<file path="config.mk">
export PLATFORM = sky130hd
export DESIGN_NAME = url_percent_decoder
export DESIGN_NICKNAME = d
export VERILOG_FILES = /design/src/hw/rtl/upd_pkg.sv /design/src/hw/rtl/upd_front.sv /design/src/hw/rtl/upd_queue.sv /design/src/hw/rtl/upd_back.sv /design/src/hw/rtl/url_percent_decoder.sv
export SDC_FILE = /design/constraint.sdc
export NUM_CORES = 1
export LEC_CHECK = 0
export BUFFER_PORTS_ARGS = -buffer_cell sky130_fd_sc_hd__buf_2
export CORE_ASPECT_RATIO = 1.4
export CORE_MARGIN = 2
export CORE_UTILIZATION = 53
export CTS_CLUSTER_SIZE = 40
export DETAILED_ROUTE_END_ITERATION = 10
export GPL_ROUTABILITY_DRIVEN = 0
export PLACE_DENSITY = 0.8
export SYNTH_ARGS = -nofsm -noshare
export SYNTH_HDL_FRONTEND = slang
export SYNTH_SLANG_ARGS = --single-unit
export TNS_END_PERCENT = 30
</file>
<file path="constraint.sdc">
create_clock -name clock -period 4.9 [get_ports clock]
set_clock_uncertainty 0.2 [all_clocks]
set_input_delay 0.735 -clock clock [delete_from_list [all_inputs] [get_ports clock]]
set_output_delay 0.735 -clock clock [all_outputs]
set_load 0.005 [all_outputs]
</file>
<file path="src/hw/rtl/upd_pkg.sv">
// Shared types, character codes and hex helpers for the URL percent decoder.
// No dependencies; imported by every module of the block.
`timescale 1ns / 1ps

package upd_pkg;

   // Default depth of the run queue between front and back
   localparam int QueueDepth = 4;

   // Character codes
   localparam logic [7:0] CharPercent = 8'h25;
   localparam logic [7:0] CharPlus    = 8'h2B;
   localparam logic [7:0] CharSpace   = 8'h20;
   localparam logic [7:0] CharZero    = 8'h30;
   localparam logic [7:0] CharNine    = 8'h39;
   localparam logic [7:0] CharUpperA  = 8'h41;
   localparam logic [7:0] CharUpperF  = 8'h46;
   localparam logic [7:0] CharLowerA  = 8'h61;
   localparam logic [7:0] CharLowerF  = 8'h66;
   localparam logic [3:0] LetterBase  = 4'd10;

   // What the front holds between beats
   typedef enum logic [1:0] {
      HeldNone    = 2'd0,
      HeldPercent = 2'd1,
      HeldDigit   = 2'd2
   } held_type;

   // One run of decoded bytes caused by one input beat (bytes[0] goes first)
   typedef struct packed {
      logic [1:0]      count;
      logic [2:0][7:0] bytes;
      logic            string_end;
   } run_type;

   // Queue status seen by the front and back
   typedef struct packed {
      logic full;
      logic empty;
   } queue_status_type;

   // Classify a byte as hex digit; returns {valid, nibble}
   function automatic logic [4:0] hex_decode(logic [7:0] c);
      logic [4:0] result;
      result = 5'd0;
      if (c >= CharZero && c <= CharNine) begin
         result = {1'b1, 4'(c - CharZero)};
      end else if (c >= CharUpperA && c <= CharUpperF) begin
         result = {1'b1, 4'(c - CharUpperA) + LetterBase};
      end else if (c >= CharLowerA && c <= CharLowerF) begin
         result = {1'b1, 4'(c - CharLowerA) + LetterBase};
      end
      return result;
   endfunction

   // Map an ordinary byte: plus becomes space, all else passes
   function automatic logic [7:0] plain_map(logic [7:0] c);
      return (c == CharPlus) ? CharSpace : c;
   endfunction

endpackage

</file>
<file path="src/hw/rtl/upd_front.sv">
// Front of the URL percent decoder: accepts input beats, tracks held escape
// bytes and builds one run of up to three output bytes. Depends on upd_pkg.
`timescale 1ns / 1ps

module upd_front (
   input  logic                     clock,
   input  logic                     reset,
   input  logic                     req_valid,
   output logic                     req_ready,
   input  logic [7:0]               req_data_byte,
   input  logic                     req_string_end,
   input  upd_pkg::queue_status_type q_status,
   output logic                     push,
   output upd_pkg::run_type         push_run
);
   import upd_pkg::*;

   held_type   held_count_ff, held_count_in;
   logic [7:0] held_digit_ff, held_digit_in;
   logic       accept;
   logic [4:0] cur_hex;
   logic [4:0] held_hex;
   logic       cur_is_hex;
   logic       both_hex;
   logic       holds_percent;
   run_type    run;

   assign req_ready     = !q_status.full;
   assign accept        = req_valid && req_ready;
   assign cur_hex       = hex_decode(req_data_byte);
   assign held_hex      = hex_decode(held_digit_ff);
   assign cur_is_hex    = cur_hex[4];
   assign both_hex      = cur_hex[4] && held_hex[4];
   assign holds_percent = (req_data_byte == CharPercent) && !req_string_end;

   // Next held state
   always_comb begin
      held_count_in = HeldNone;
      held_digit_in = held_digit_ff;
      unique case (held_count_ff)
         HeldNone: begin
            if (holds_percent) held_count_in = HeldPercent;
         end
         HeldPercent: begin
            if (cur_is_hex) begin
               held_count_in = HeldDigit;
               held_digit_in = req_data_byte;
            end else if (holds_percent) begin
               held_count_in = HeldPercent;
            end
         end
         default: begin
            if (!both_hex && holds_percent) held_count_in = HeldPercent;
         end
      endcase
      // end of string leaves nothing held
      if (req_string_end) begin
         held_count_in = HeldNone;
         held_digit_in = 8'd0;
      end
   end

   // Run of output bytes for this beat
   always_comb begin
      run            = '0;
      run.string_end = req_string_end;
      unique case (held_count_ff)
         HeldNone: begin
            if (!holds_percent) begin
               run.count    = 2'd1;
               run.bytes[0] = plain_map(req_data_byte);
            end
         end
         HeldPercent: begin
            if (cur_is_hex) begin
               if (req_string_end) begin
                  run.count    = 2'd2;
                  run.bytes[0] = CharPercent;
                  run.bytes[1] = req_data_byte;
               end
            end else begin
               run.bytes[0] = CharPercent;
               if (holds_percent) begin
                  run.count = 2'd1;
               end else begin
                  run.count    = 2'd2;
                  run.bytes[1] = plain_map(req_data_byte);
               end
            end
         end
         default: begin
            if (both_hex) begin
               run.count    = 2'd1;
               run.bytes[0] = {held_hex[3:0], cur_hex[3:0]};
            end else begin
               run.bytes[0] = CharPercent;
               run.bytes[1] = held_digit_ff;
               if (holds_percent) begin
                  run.count = 2'd2;
               end else begin
                  run.count    = 2'd3;
                  run.bytes[2] = plain_map(req_data_byte);
               end
            end
         end
      endcase
   end

   assign push     = accept && (run.count != 2'd0);
   assign push_run = run;

   // Advance held state on each accepted beat
   always_ff @(posedge clock) begin
      if (reset) begin
         held_count_ff <= HeldNone;
         held_digit_ff <= 8'd0;
      end else if (accept) begin
         held_count_ff <= held_count_in;
         held_digit_ff <= held_digit_in;
      end
   end

`ifndef SYNTHESIS
   a_end_clears_state: assert property (@(posedge clock) disable iff (reset)
      (accept && req_string_end) |=> (held_count_ff == HeldNone))
      else $error("held bytes survive end of string");
   a_end_emits: assert property (@(posedge clock) disable iff (reset)
      (accept && req_string_end) |-> push)
      else $error("end of string produced no output");
`endif

endmodule

</file>
<file path="src/hw/rtl/upd_queue.sv">
// Short run queue between decoder front and back.
// Depends on upd_pkg for the run type and status struct.
`timescale 1ns / 1ps

module upd_queue #(
   parameter int Depth = upd_pkg::QueueDepth
) (
   input  logic                      clock,
   input  logic                      reset,
   input  logic                      wr_en,
   input  upd_pkg::run_type          wr_run,
   input  logic                      rd_en,
   output upd_pkg::run_type          rd_run,
   output upd_pkg::queue_status_type status
);
   import upd_pkg::*;

   localparam int PtrW = (Depth > 2) ? $clog2(Depth) : 1;
   localparam int CntW = $clog2(Depth + 1);
   localparam logic [PtrW-1:0] LastPtr = PtrW'(Depth - 1);
   localparam logic [CntW-1:0] FullCnt = CntW'(Depth);

   run_type         entries_ff [Depth];
   logic [PtrW-1:0] wr_ptr_ff, wr_ptr_in;
   logic [PtrW-1:0] rd_ptr_ff, rd_ptr_in;
   logic [CntW-1:0] count_ff, count_in;

   assign status.full  = (count_ff == FullCnt);
   assign status.empty = (count_ff == '0);
   assign rd_run       = entries_ff[rd_ptr_ff];

   // Advance pointers and occupancy
   always_comb begin
      wr_ptr_in = wr_ptr_ff;
      rd_ptr_in = rd_ptr_ff;
      count_in  = count_ff;
      if (wr_en) wr_ptr_in = (wr_ptr_ff == LastPtr) ? '0 : wr_ptr_ff + 1'b1;
      if (rd_en) rd_ptr_in = (rd_ptr_ff == LastPtr) ? '0 : rd_ptr_ff + 1'b1;
      if (wr_en && !rd_en) count_in = count_ff + 1'b1;
      if (rd_en && !wr_en) count_in = count_ff - 1'b1;
   end

   always_ff @(posedge clock) begin
      if (reset) begin
         wr_ptr_ff <= '0;
         rd_ptr_ff <= '0;
         count_ff  <= '0;
      end else begin
         wr_ptr_ff <= wr_ptr_in;
         rd_ptr_ff <= rd_ptr_in;
         count_ff  <= count_in;
      end
   end

   // Store runs
   always_ff @(posedge clock) begin
      if (wr_en) entries_ff[wr_ptr_ff] <= wr_run;
   end

`ifndef SYNTHESIS
   a_no_overflow: assert property (@(posedge clock) disable iff (reset)
      wr_en |-> !status.full)
      else $error("run queue overflow");
   a_no_underflow: assert property (@(posedge clock) disable iff (reset)
      rd_en |-> !status.empty)
      else $error("run queue underflow");
`endif

endmodule

</file>
<file path="src/hw/rtl/upd_back.sv">
// Back of the URL percent decoder: walks each queued run one byte per beat
// into the registered result channel. Depends on upd_pkg.
`timescale 1ns / 1ps

module upd_back (
   input  logic                      clock,
   input  logic                      reset,
   input  upd_pkg::run_type          head_run,
   input  upd_pkg::queue_status_type q_status,
   output logic                      pop,
   output logic                      rsp_valid,
   input  logic                      rsp_ready,
   output logic [7:0]                rsp_out_byte,
   output logic                      rsp_run_last,
   output logic                      rsp_string_last
);
   import upd_pkg::*;

   logic [1:0] pos_ff, pos_in;
   logic       valid_ff, valid_in;
   logic [7:0] byte_ff, byte_in;
   logic       run_last_ff, run_last_in;
   logic       string_last_ff, string_last_in;
   logic       load;
   logic       take;

   assign load = !valid_ff || rsp_ready;
   assign take = load && !q_status.empty;

   // Select the current byte of the head run
   always_comb begin
      unique case (pos_ff)
         2'd0:    byte_in = head_run.bytes[0];
         2'd1:    byte_in = head_run.bytes[1];
         default: byte_in = head_run.bytes[2];
      endcase
      run_last_in    = (pos_ff == head_run.count - 2'd1);
      string_last_in = run_last_in && head_run.string_end;
   end

   assign pop = take && run_last_in;

   // Advance position and output valid
   always_comb begin
      pos_in = pos_ff;
      if (take) pos_in = run_last_in ? 2'd0 : pos_ff + 2'd1;
      if (take) begin
         valid_in = 1'b1;
      end else if (rsp_ready) begin
         valid_in = 1'b0;
      end else begin
         valid_in = valid_ff;
      end
   end

   always_ff @(posedge clock) begin
      if (reset) begin
         pos_ff   <= 2'd0;
         valid_ff <= 1'b0;
      end else begin
         pos_ff   <= pos_in;
         valid_ff <= valid_in;
      end
   end

   // Hold payload until taken
   always_ff @(posedge clock) begin
      if (take) begin
         byte_ff        <= byte_in;
         run_last_ff    <= run_last_in;
         string_last_ff <= string_last_in;
      end
   end

   assign rsp_valid       = valid_ff;
   assign rsp_out_byte    = byte_ff;
   assign rsp_run_last    = run_last_ff;
   assign rsp_string_last = string_last_ff;

`ifndef SYNTHESIS
   a_string_last_ends_run: assert property (@(posedge clock) disable iff (reset)
      (rsp_valid && rsp_string_last) |-> rsp_run_last)
      else $error("string end inside a run");
   a_pos_in_run: assert property (@(posedge clock) disable iff (reset)
      (!q_status.empty && pos_ff != 2'd0) |-> (pos_ff < head_run.count))
      else $error("run position past run length");
`endif

endmodule

</file>
<file path="src/hw/rtl/url_percent_decoder.sv">
// Top level of the URL percent decoder: front, run queue and back.
// Depends on upd_pkg, upd_front, upd_queue and upd_back.
`timescale 1ns / 1ps

// Streaming URL percent decoder, one encoded byte per input beat.
// Input channel (req_): data byte plus a string_end flag on the final byte.
// Result channel (rsp_): one decoded byte per beat, with run_last on the last
// byte caused by an input beat and string_last on the final byte of a string.
// A beat may cause zero bytes (a held '%' or hex digit), one byte (plain byte,
// '+' as space, completed escape) or up to three (failed escape or flush).
// With the queue empty, an accepted beat is written into the run queue, and its
// first byte is then loaded into the output register that drives rsp_.
// Throughput: one input beat per cycle unless the queue is full, one result beat
// per cycle while rsp_ready is high; the run queue (Depth entries) absorbs a beat
// that causes three bytes, so the input keeps flowing while the back walks it out.
// Input ready drops only when the run queue is full.
// A stalled result holds in the output register while the front keeps taking
// beats into the queue.
// Reset clears the held escape state, the queue and the output valid.
module url_percent_decoder #(
   parameter int Depth = upd_pkg::QueueDepth
) (
   input  logic       clock,
   input  logic       reset,
   input  logic       req_valid,
   output logic       req_ready,
   input  logic [7:0] req_data_byte,
   input  logic       req_string_end,
   output logic       rsp_valid,
   input  logic       rsp_ready,
   output logic [7:0] rsp_out_byte,
   output logic       rsp_run_last,
   output logic       rsp_string_last
);
   import upd_pkg::*;

   queue_status_type q_status;
   run_type          push_run;
   run_type          head_run;
   logic             push;
   logic             pop;

   upd_front u_front (
      .clock          (clock),
      .reset          (reset),
      .req_valid      (req_valid),
      .req_ready      (req_ready),
      .req_data_byte  (req_data_byte),
      .req_string_end (req_string_end),
      .q_status       (q_status),
      .push           (push),
      .push_run       (push_run)
   );

   upd_queue #(
      .Depth (Depth)
   ) u_queue (
      .clock  (clock),
      .reset  (reset),
      .wr_en  (push),
      .wr_run (push_run),
      .rd_en  (pop),
      .rd_run (head_run),
      .status (q_status)
   );

   upd_back u_back (
      .clock           (clock),
      .reset           (reset),
      .head_run        (head_run),
      .q_status        (q_status),
      .pop             (pop),
      .rsp_valid       (rsp_valid),
      .rsp_ready       (rsp_ready),
      .rsp_out_byte    (rsp_out_byte),
      .rsp_run_last    (rsp_run_last),
      .rsp_string_last (rsp_string_last)
   );

endmodule
</file>
# After elaboration in Yosys (flattened, before gate mapping)
# Memories as Yosys holds them, arrays and structs flattened. A register that Yosys moved wholly into a read port is not among the register bits.
# Cells that the tools add are included.
totals:
  ff_bits: 30
  ram_bits: 108
  in_bits: 13
  out_inout_bits: 12
  wordCells: 123
  memories: 1
memory_table:
  columns: ["name", "words", "word_bits", "rd", "rd_ports_with_merged_regs", "write_ports", "line", "source"]
  rows:
  - ["u_queue.entries_ff", 4, 27, 1, 1, 1, "upd_queue.sv:23", "run_type entries_ff [Depth];"]
classes:
  n_addsub: 16
  order_cmp: 12
  n_eq_ne: 8
  n_mux: 42
  n_reduce_logical: 34
ops:
  columns: ["cell", "count"]
  rows:
  - ["$mux 8", 7]
  - ["$mux 16", 3]
  - ["$pmux 8 s2", 3]
  - ["$ge 8x7->1 const B", 4]
  - ["$le 8x7->1 const B", 4]
  - ["$mux 5", 6]
  - ["$sub 4x1->4 const B", 6]
  - ["$mux 2", 11]
  - ["$add 4x4->4 const B", 4]
  - ["$eq 8x6->1 const B", 2]
  - ["$ge 8x6->1 const B", 2]
  - ["$le 8x6->1 const B", 2]
  - ["$logic_and 1x1->1", 16]
  - ["$reduce_bool 2->1", 5]
  - ["$mux 1", 8]
  - ["$pmux 2 s2", 2]
  - ["$logic_not 1->1", 7]
  - ["$add 2x1->2 const B", 3]
  - ["$mux 3", 2]
  - ["$eq 2x1->1 const B", 2]
  - ["$eq 2x2->1 const B", 2]
  - ["$logic_not 2->1", 2]
  - ["$add 3x1->3 const B", 1]
  - ["$eq 3x3->1 const B", 1]
  - ["other kinds (7)", 7]

# Depth between registers and ports, before layout
# Gate-level depths: netlist of run 1.
depth:
  ltp_word: 13
  ltp_mapped: 14
  mapped_depth_nobuf: 14

# By module
# A second synthesis of run 1 with hierarchy kept.
unflattened:
  cells_unflattened: 372
  hier_area_um2: 6107.1
modules_own_cells:
  columns: ["mod", "instances", "cells_per_inst", "area_each_um2", "seq_area_each_um2"]
  rows:
  - ["upd_queue", 1, 189, 4391.7, 3423.3]
  - ["upd_front", 1, 124, 1076.0, 200.2]
  - ["upd_back", 1, 59, 639.4, 360.3]

# Worst setup path before layout of run 1
# No wires, ideal clock.
synth_path:
  path_type: "input to register"
  from: "in req_data_byte[1]"
  to: "reg u_queue.count_ff[2]"
  setup_ns: 0.071
  arrival_ns: 3.177
  required_ns: 4.629
  setup_slack_ns: 1.452
  path_stages: 13
  n_path_buf: 0
  path_cell_list: "inv_1 ha_1 nor4bb_1 nand2_1 o311ai_1 a21oi_2 inv_1 ha_1 inv_1 fa_1 xor2_1 or3_1 a21oi_1"
synth_via:
  elab_chain_cells: 13
  elab_cells_between_ends: 28
  classes_between: "order compare: 6; eq/ne: 1; mux: 10; reduce/logical: 11"
synth_lines:
  columns: ["element", "line", "source"]
  rows:
  - ["start, declared", "url_percent_decoder.sv:27", "input logic [7:0] req_data_byte,"]
  - ["$ge 8x7->1 / $le 8x7->1 (equally long branches)", "upd_pkg.sv:50", "end else if (c >= CharLowerA && c <= CharLowerF) begin"]
  - ["$logic_and 1x1->1", "upd_pkg.sv:50", null]
  - ["$mux 5", "upd_pkg.sv:50", null]
  - ["$mux 5", "upd_pkg.sv:48", "end else if (c >= CharUpperA && c <= CharUpperF) begin"]
  - ["$mux 5", "upd_pkg.sv:46", "if (c >= CharZero && c <= CharNine) begin"]
  - ["$logic_and 1x1->1", "upd_front.sv:33", "assign both_hex = cur_hex[4] && held_hex[4];"]
  - ["$mux 2", "upd_front.sv:92", "if (both_hex) begin"]
  - ["$pmux 2 s2 *", "upd_front.sv:67", "unique case (held_count_ff)"]
  - ["$reduce_bool 2->1 *", "upd_front.sv:109", "assign push = accept && (run.count != 2'd0);"]
  - ["$logic_and 1x1->1 *", "upd_front.sv:109", null]
  - ["$logic_not 1->1", "upd_queue.sv:40", "if (rd_en && !wr_en) count_in = count_ff - 1'b1;"]
  - ["$logic_and 1x1->1", "upd_queue.sv:40", null]
  - ["$mux 3 / $reduce_bool 2->1 (equally long branches)", null, null]
  - ["end signal, assigned", "upd_queue.sv:51", "count_ff <= count_in;"]
  - ["end, declared", "upd_queue.sv:26", "logic [CntW-1:0] count_ff, count_in;"]
# Mark *: on every way between the ends. The rest lies on a longest branch, timed or not.
# A chain may end at the register's enable or synchronous reset.

# Worst setup path in the final report of run 1
layout_path:
  from: "reg u_front.held_digit_ff[0]"
  to: "reg u_queue.count_ff[2]"
layout_via:
  elab_chain_cells: 13
  elab_cells_between_ends: 22
  classes_between: "order compare: 6; mux: 6; reduce/logical: 10"
layout_lines:
  columns: ["element", "line", "source"]
  rows:
  - ["start, declared", "upd_front.sv:19", "logic [7:0] held_digit_ff, held_digit_in;"]
  - ["start signal, assigned", "upd_front.sv:119", "held_digit_ff <= held_digit_in;"]
  - ["$ge 8x7->1 / $le 8x7->1 (equally long branches)", "upd_pkg.sv:50", null]
  - ["$logic_and 1x1->1", "upd_pkg.sv:50", null]
  - ["$mux 5", "upd_pkg.sv:50", null]
  - ["$mux 5", "upd_pkg.sv:48", null]
  - ["$mux 5 *", "upd_pkg.sv:46", null]
  - ["$logic_and 1x1->1 *", "upd_front.sv:33", null]
  - ["$mux 2 *", "upd_front.sv:92", null]
  - ["$pmux 2 s2 *", "upd_front.sv:67", null]
  - ["$reduce_bool 2->1 *", "upd_front.sv:109", null]
  - ["$logic_and 1x1->1 *", "upd_front.sv:109", null]
  - ["$logic_not 1->1", "upd_queue.sv:40", null]
  - ["$logic_and 1x1->1", "upd_queue.sv:40", null]
  - ["$mux 3 / $reduce_bool 2->1 (equally long branches)", null, null]
# Marked as above.

==> impl_metrics.yaml, run 1 <==
routing:
  post_drt_wl_per_cell_um: 20.41
  via_per_inst: 6.003
  ant_nets: 0
  vias: 3446
  wirelength_mm: 11.72
  drt_first_pass_iters: 5
  dr.first_iter.drc_count: 202
  drc: 0
floorplan:
  dieArea_um2: 12540
  row_count: 46
  ios: 25
  core_um2: 11340
  start_util: 0.5447
  die-width_um: 95.23
  dieHeight_um: 131.7
timing:
  relSlewSlack: 0.4330
  max_freq_mhz: 275.9
  tns_ps: 0
  finalCritPeriodShare: 0.7397
  worst_pin_slew_ps: 848.8
  worst_slack_ps: 1275
  fin_crit_ps: 3625
  setup_viol: 0
  maxSlewViolCount: 0
  rsz0062_at_grt: "no"
  hold_viol: 0
pwr:
  power_density_nw_per_um2: 506.9
  p_int_uw: 2599
  p_switching_uw: 958.3
  clkPwrFrac: 0.347
  swShare: 0.2694
  pwr-share-comb: 0.212
  p_leak_uw: 0.002404
  p_seq_frac: 0.441
  ir_drop_v: 0.0002705
finish:
  layout_common_cells: "edfxtp_1, mux4_2, buf_2"
  final_common_cell: "edfxtp_1"
  fin_nets: 447
  diodes: 0
  drive_gt1_frac: 0.2535
  area.growth.synth_to_final_pct: 13.63
  finish.utilization: 0.6190
placed_design:
  post-dp-hpwl_mm: 7.362
  io_buffers: 24
  pre_cts_ws_ps: 940.5
global_routing:
  grt_antenna_before_repair: 0
  met1_usage: 0.2762
  grt_pass1_vias: 3463
  grt_max_degree: 28
  use_met3: 0.04702
  grtUsageTotal: 0.2048
  met2_usage: 0.3192
  grt_pass1_wl_mm: 18.75
  top_usage_layer: "met2"
  gr-total-overflow: 0
setup_path:
  cp_max_fo: 7
  cp_common_cell: "inv_1"
  critical_path_class: "flip-flop to flip-flop"
  crit_chain: "inv_1 > ha_1 > o21bai_4 > a2111oi_4 > a31oi_2 > a211oi_2 > a21oi_2 > inv_1 > ha_1 > inv_1 > fa_1 > xor2_1 > or3_1 > a21oi_1"
  crit_slowest_cell: "a2111oi_4"
  max_stage_delay_ps: 540
  worstPathRequired_ps: 5040
  start_kind: "flip-flop"
  critPathCaptureType: "flip-flop"
  arrival_ps: 3760
cts:
  root_buffer: "clkbuf_16"
  clkTransAtPathRegs_ps: 60
  clock_latency_ps: 420
  postCtsHoldBufs: 0
  cts_buffers: 17
  cts_resized: 0
  clock-sinks: 140
  cts-htree-levels: 4
  clockBufferDepth: 2
  cts_tree: "built"
  cts_setup_buffers: 0
synth:
  seq_area_frac_synth: 0.6451
  synth_area_um2: 6176
  yosys.area.top_type: "edfxtp_1"
  synth_fp_nets: 413
  synthFlopType: "edfxtp_1"
  synth_cells: 383
  yosys_warnings: 0
  synth_top_area_share: 0.5737
  synth_cell_types: 62
  synthTopCellsByArea: "edfxtp_1, mux4_2, dfxtp_1"
  synth-edff-count: 118
  syn_area_per_cell_um2: 16.13
  synth-seq-cells: 140
  async_flop_share: 0
min_path:
  hp-class: "flip-flop to flip-flop"
outcome:
  status: "finished clean"
job:
  cap_violations: 0
[flip-flops by register name (all words and copies together) (netlist names), named ones only]
| signal | flops |
|---|---|
| u_queue.rd_ptr_ff | 2 |
| u_queue.entries_ff | 108 |
| u_front.held_count_ff | 2 |
| u_back.rsp_out_byte | 8 |
| u_queue.count_ff | 3 |
| u_queue.wr_ptr_ff | 2 |
| u_back.rsp_run_last | 1 |
| u_front.held_digit_ff | 8 |
| u_back.pos_ff | 2 |
| u_back.rsp_string_last | 1 |
| u_back.rsp_valid | 1 |
[area by class of cell]
| class | count | area, um^2 |
|---|---|---|
| clock buffer | 17 | 425.4 |
| clock inverter | 15 | 147.6 |
| fill | 792 | 4320 |
| inverter | 17 | 63.81 |
| multi-input combinational | 211 | 2051 |
| sequential | 140 | 3985 |
| tap | 144 | 180.2 |
| timing repair buffer | 30 | 165.2 |
[logic make-up after synthesis]
logic type / share of synthesized area
flip-flops: 0.6451
AND/OR/NAND/NOR: 0.08489
buffers and inverters: 0.02289
multiplexers: 0.1108
XOR/XNOR: 0.01682
adder cells (fa/ha/maj): 0.03566
AO/OA/AOI/OAI: 0.08388
[synth_stat cells (6+ instances only)]
library cell and number:
nand2b_1 6, a21oi_1 11, inv_1 17, ha_1 16, mux4_2 25, dfxtp_1 22
xnor2_1 8, edfxtp_1 118, nand2_1 20, clkbuf_1 7, and2_1 10, a22o_1 12
nor2b_1 10, a221o_1 8, nor2_1 16
[through the flow]
step / area, um^2 / power [uW] / std cells / hold slack (ps)
final: 7018 / 3558 / 574 / 268.3
after global routing: 7018 / 3716 / 574 / 283.7
after CTS: 7018 / 3587 / 574 / 267.8
after detailed placement: 6445 / 2353 / 542 / 259.3
after global placement: 6445 / 2321 / 542 / 251.2
after floorplan: 6176 / 2133 / 383 / 261.6
[final timing paths]
path,cells after the start,endpoint,start,slack [ps]
min,2,u_back.rsp_valid,u_back.rsp_valid,270
max,14,u_queue.count_ff[2],u_front.held_digit_ff[0],1280
min reg2reg,2,u_back.rsp_valid,u_back.rsp_valid,270
max reg2reg,14,u_queue.count_ff[2],u_front.held_digit_ff[0],1280
[worst max-delay path, delay by kind of cell, from the launching register on]
kind	cells	cell delay, ps
simple gates	1	310
xor+xnor	1	160
fa+ha+maj	3	790
compound gates	6	1390
flops	1	390
buf+inv	3	310
[power by group through the flow]
stage                     clock network, uW  logic (uW)  registers, uW
after floorplan                           0         552           1580
after global placement                    0         740           1580
after detailed placement                  0         761           1590
after CTS                              1250         768           1570
after global routing                   1310         826           1580
final                                  1230         754           1570
[per-layer routing]
layer	share of wire	vias up	routed length (um)
met1	0.41	1737	4860
li1	-	1567	-
met2	0.51	125	6017
met4	0.021	0	246
met5	0	-	0
met3	0.051	17	594
Power figures use the tool's default switching activity.
==> run 2, diff against run 1 <==
Clock period 4.9 ns to 3.7 ns, I/O delays scaled along.
==> run 2 against run 1 <==
Final cell count grew 0.87%. Largest power group unchanged. Largest cell class unchanged. Register-to-register slack worse by 980 ps. Via count decreased by 2.2%. Core utilization hardly changed.
==> impl_metrics.yaml, run 2 (synthesis results as in run 1) <==
outcome:
  status: "finished clean"
setup_path:
  critical_path_class: "flip-flop to flip-flop"
  crit_chain: "inv_1 > ha_1 > o21bai_4 > a2111oi_4 > a31oi_2 > a211oi_2 > a21oi_2 > inv_1 > ha_1 > inv_1 > fa_1 > xor2_1 > or3_1 > a21oi_1"
  worstRegToRegCells: 14
  max_stage_delay_ps: 500
  critPathBufInv: 3
  cp_max_fo: 7
  cp_common_cell: "inv_1"
  rrSetupSlack_ps: 290
  crit_slowest_cell: "a2111oi_4"
  start_kind: "flip-flop"
  startpoint: "u_front.held_digit_ff[0]"
  critPathCaptureType: "flip-flop"
  arrival_ps: 3540
  worstPathRequired_ps: 3840
  cp_top_family: "compound AO/OA/AOI/OAI gates"
  r2r_end: "u_queue.count_ff[2]"
  rr_startpoint: "u_front.held_digit_ff[0]"
timing:
  fin_crit_ps: 3409
  setup_viol: 0
  whs_ps: 234.8
  tns_ps: 0
  worst_slack_ps: 290.6
  worst_pin_slew_ps: 659.8
  relSlewSlack: 0.5587
  finalCritPeriodShare: 0.9215
  rsz0062_at_grt: "no"
  hold_viol: 0
  max_freq_mhz: 293.3
  maxSlewViolCount: 0
global_routing:
  grt_max_degree: 28
  gr-total-overflow: 0
  grt_pass1_wl_mm: 18.69
  grt_pass1_vias: 3517
  grt_antenna_before_repair: 0
  grtUsageTotal: 0.2025
finish:
  fin_nets: 452
  drive_gt1_frac: 0.2529
  diodes: 0
  final_common_cell: "edfxtp_1"
  area.growth.synth_to_final_pct: 13.61
  layout_common_cells: "edfxtp_1, mux4_2, buf_2"
  largest-register: "u_queue.entries_ff"
  largest_reg_flops: 108
  finish.utilization: 0.6188
pwr:
  power_density_nw_per_um2: 655.4
  p_leak_uw: 0.002414
  ir_drop_v: 0.0003456
min_path:
  worstHoldStart: "rsp_ready"
  hold_path_depth: 4
  min_to: "u_back.rsp_valid"
  hp-class: "input port to flip-flop"
cts:
  clkTransAtPathRegs_ps: 60
  cts_buffers: 17
  clock-sinks: 140
  root_buffer: "clkbuf_16"
  cts_resized: 0
  cts_setup_buffers: 0
  cts-htree-levels: 4
  clockBufferDepth: 2
  cts_tree: "built"
  clock_latency_ps: 410
  postCtsHoldBufs: 0
routing:
  drt_first_pass_iters: 4
  wirelength_mm: 11.55
  drc: 0
  dr.first_iter.drc_count: 291
  vias: 3371
  post_drt_wl_per_cell_um: 19.95
  via_per_inst: 5.822
  ant_nets: 0
floorplan:
  start_util: 0.5447
  core_um2: 11340
  ios: 25
  die-width_um: 95.23
  row_count: 46
  dieArea_um2: 12540
  dieHeight_um: 131.7
placed_design:
  pre_cts_ws_ps: 241.6
  post-dp-hpwl_mm: 7.411
  io_buffers: 24
job:
  cap_violations: 0
## run 2: cell types whose count changed in the layout (fill, tap and decap cells not counted), sizes merged
| cell | delta |
|---|---|
| clkinv | +4 |
| clkbuf | +1 |
| bufinv | -1 |
| buf | +5 |
| inv | -2 |
| clkinvlp | -2 |
## run 2: worst max path at each step
| stage | to | slack [ps] | depth (start not counted) |
|---|---|---|---|
| after detailed placement | u_queue.count_ff[2] | 240 | 14 |
| after global routing | u_queue.count_ff[2] | 130 | 14 |
| final | u_queue.count_ff[2] | 290 | 14 |
| after CTS | u_queue.count_ff[2] | 300 | 14 |
| after global placement | u_queue.count_ff[2] | 350 | 14 |
| after floorplan | u_queue.count_ff[2] | 430 | 13 |
## run 2: worst min-delay path, delay by kind of cell
kind / cells / cell delay (ps)
buffers and inverters: 2 / 110
AND/OR/NAND/NOR: 1 / 60
AO/OA/AOI/OAI: 1 / 60
## run 2: final cells by class
cell class | count | area (um^2)
clock inverter | 14 | 105.1
tap | 144 | 180.2
clock buffer | 18 | 429.2
timing repair buffer | 35 | 202.7
fill | 782 | 4322
inverter | 17 | 63.81
multi-input combinational | 211 | 2051
sequential | 140 | 3985
## run 2: power breakdown
| group | total, uW | internal, uW | switching (uW) |
|---|---|---|---|
| Clock | 1500 | 908 | 596 |
| Combinational | 1010 | 473 | 540 |
| Sequential | 2080 | 2000 | 85.3 |
| Total | 4600 | 3380 | 1220 |
## run 2: per-stage QoR
stage / cell area, um^2 / power [uW] / instances
after floorplan: 6176 / 2825 / 383
after global placement: 6482 / 3095 / 547
after detailed placement: 6482 / 3136 / 547
after CTS: 7017 / 4653 / 579
after global routing: 7017 / 4827 / 579
final: 7017 / 4599 / 579
## run 2: per-layer routing
layer / global-route usage / vias to the layer above / part of all wire
met5: 0 / - / 0
met4: 0.09501 / 0 / 0.016
met3: 0.04415 / 8 / 0.044
met2: 0.3185 / 93 / 0.53
met1: 0.2677 / 1697 / 0.41
li1: - / 1573 / -
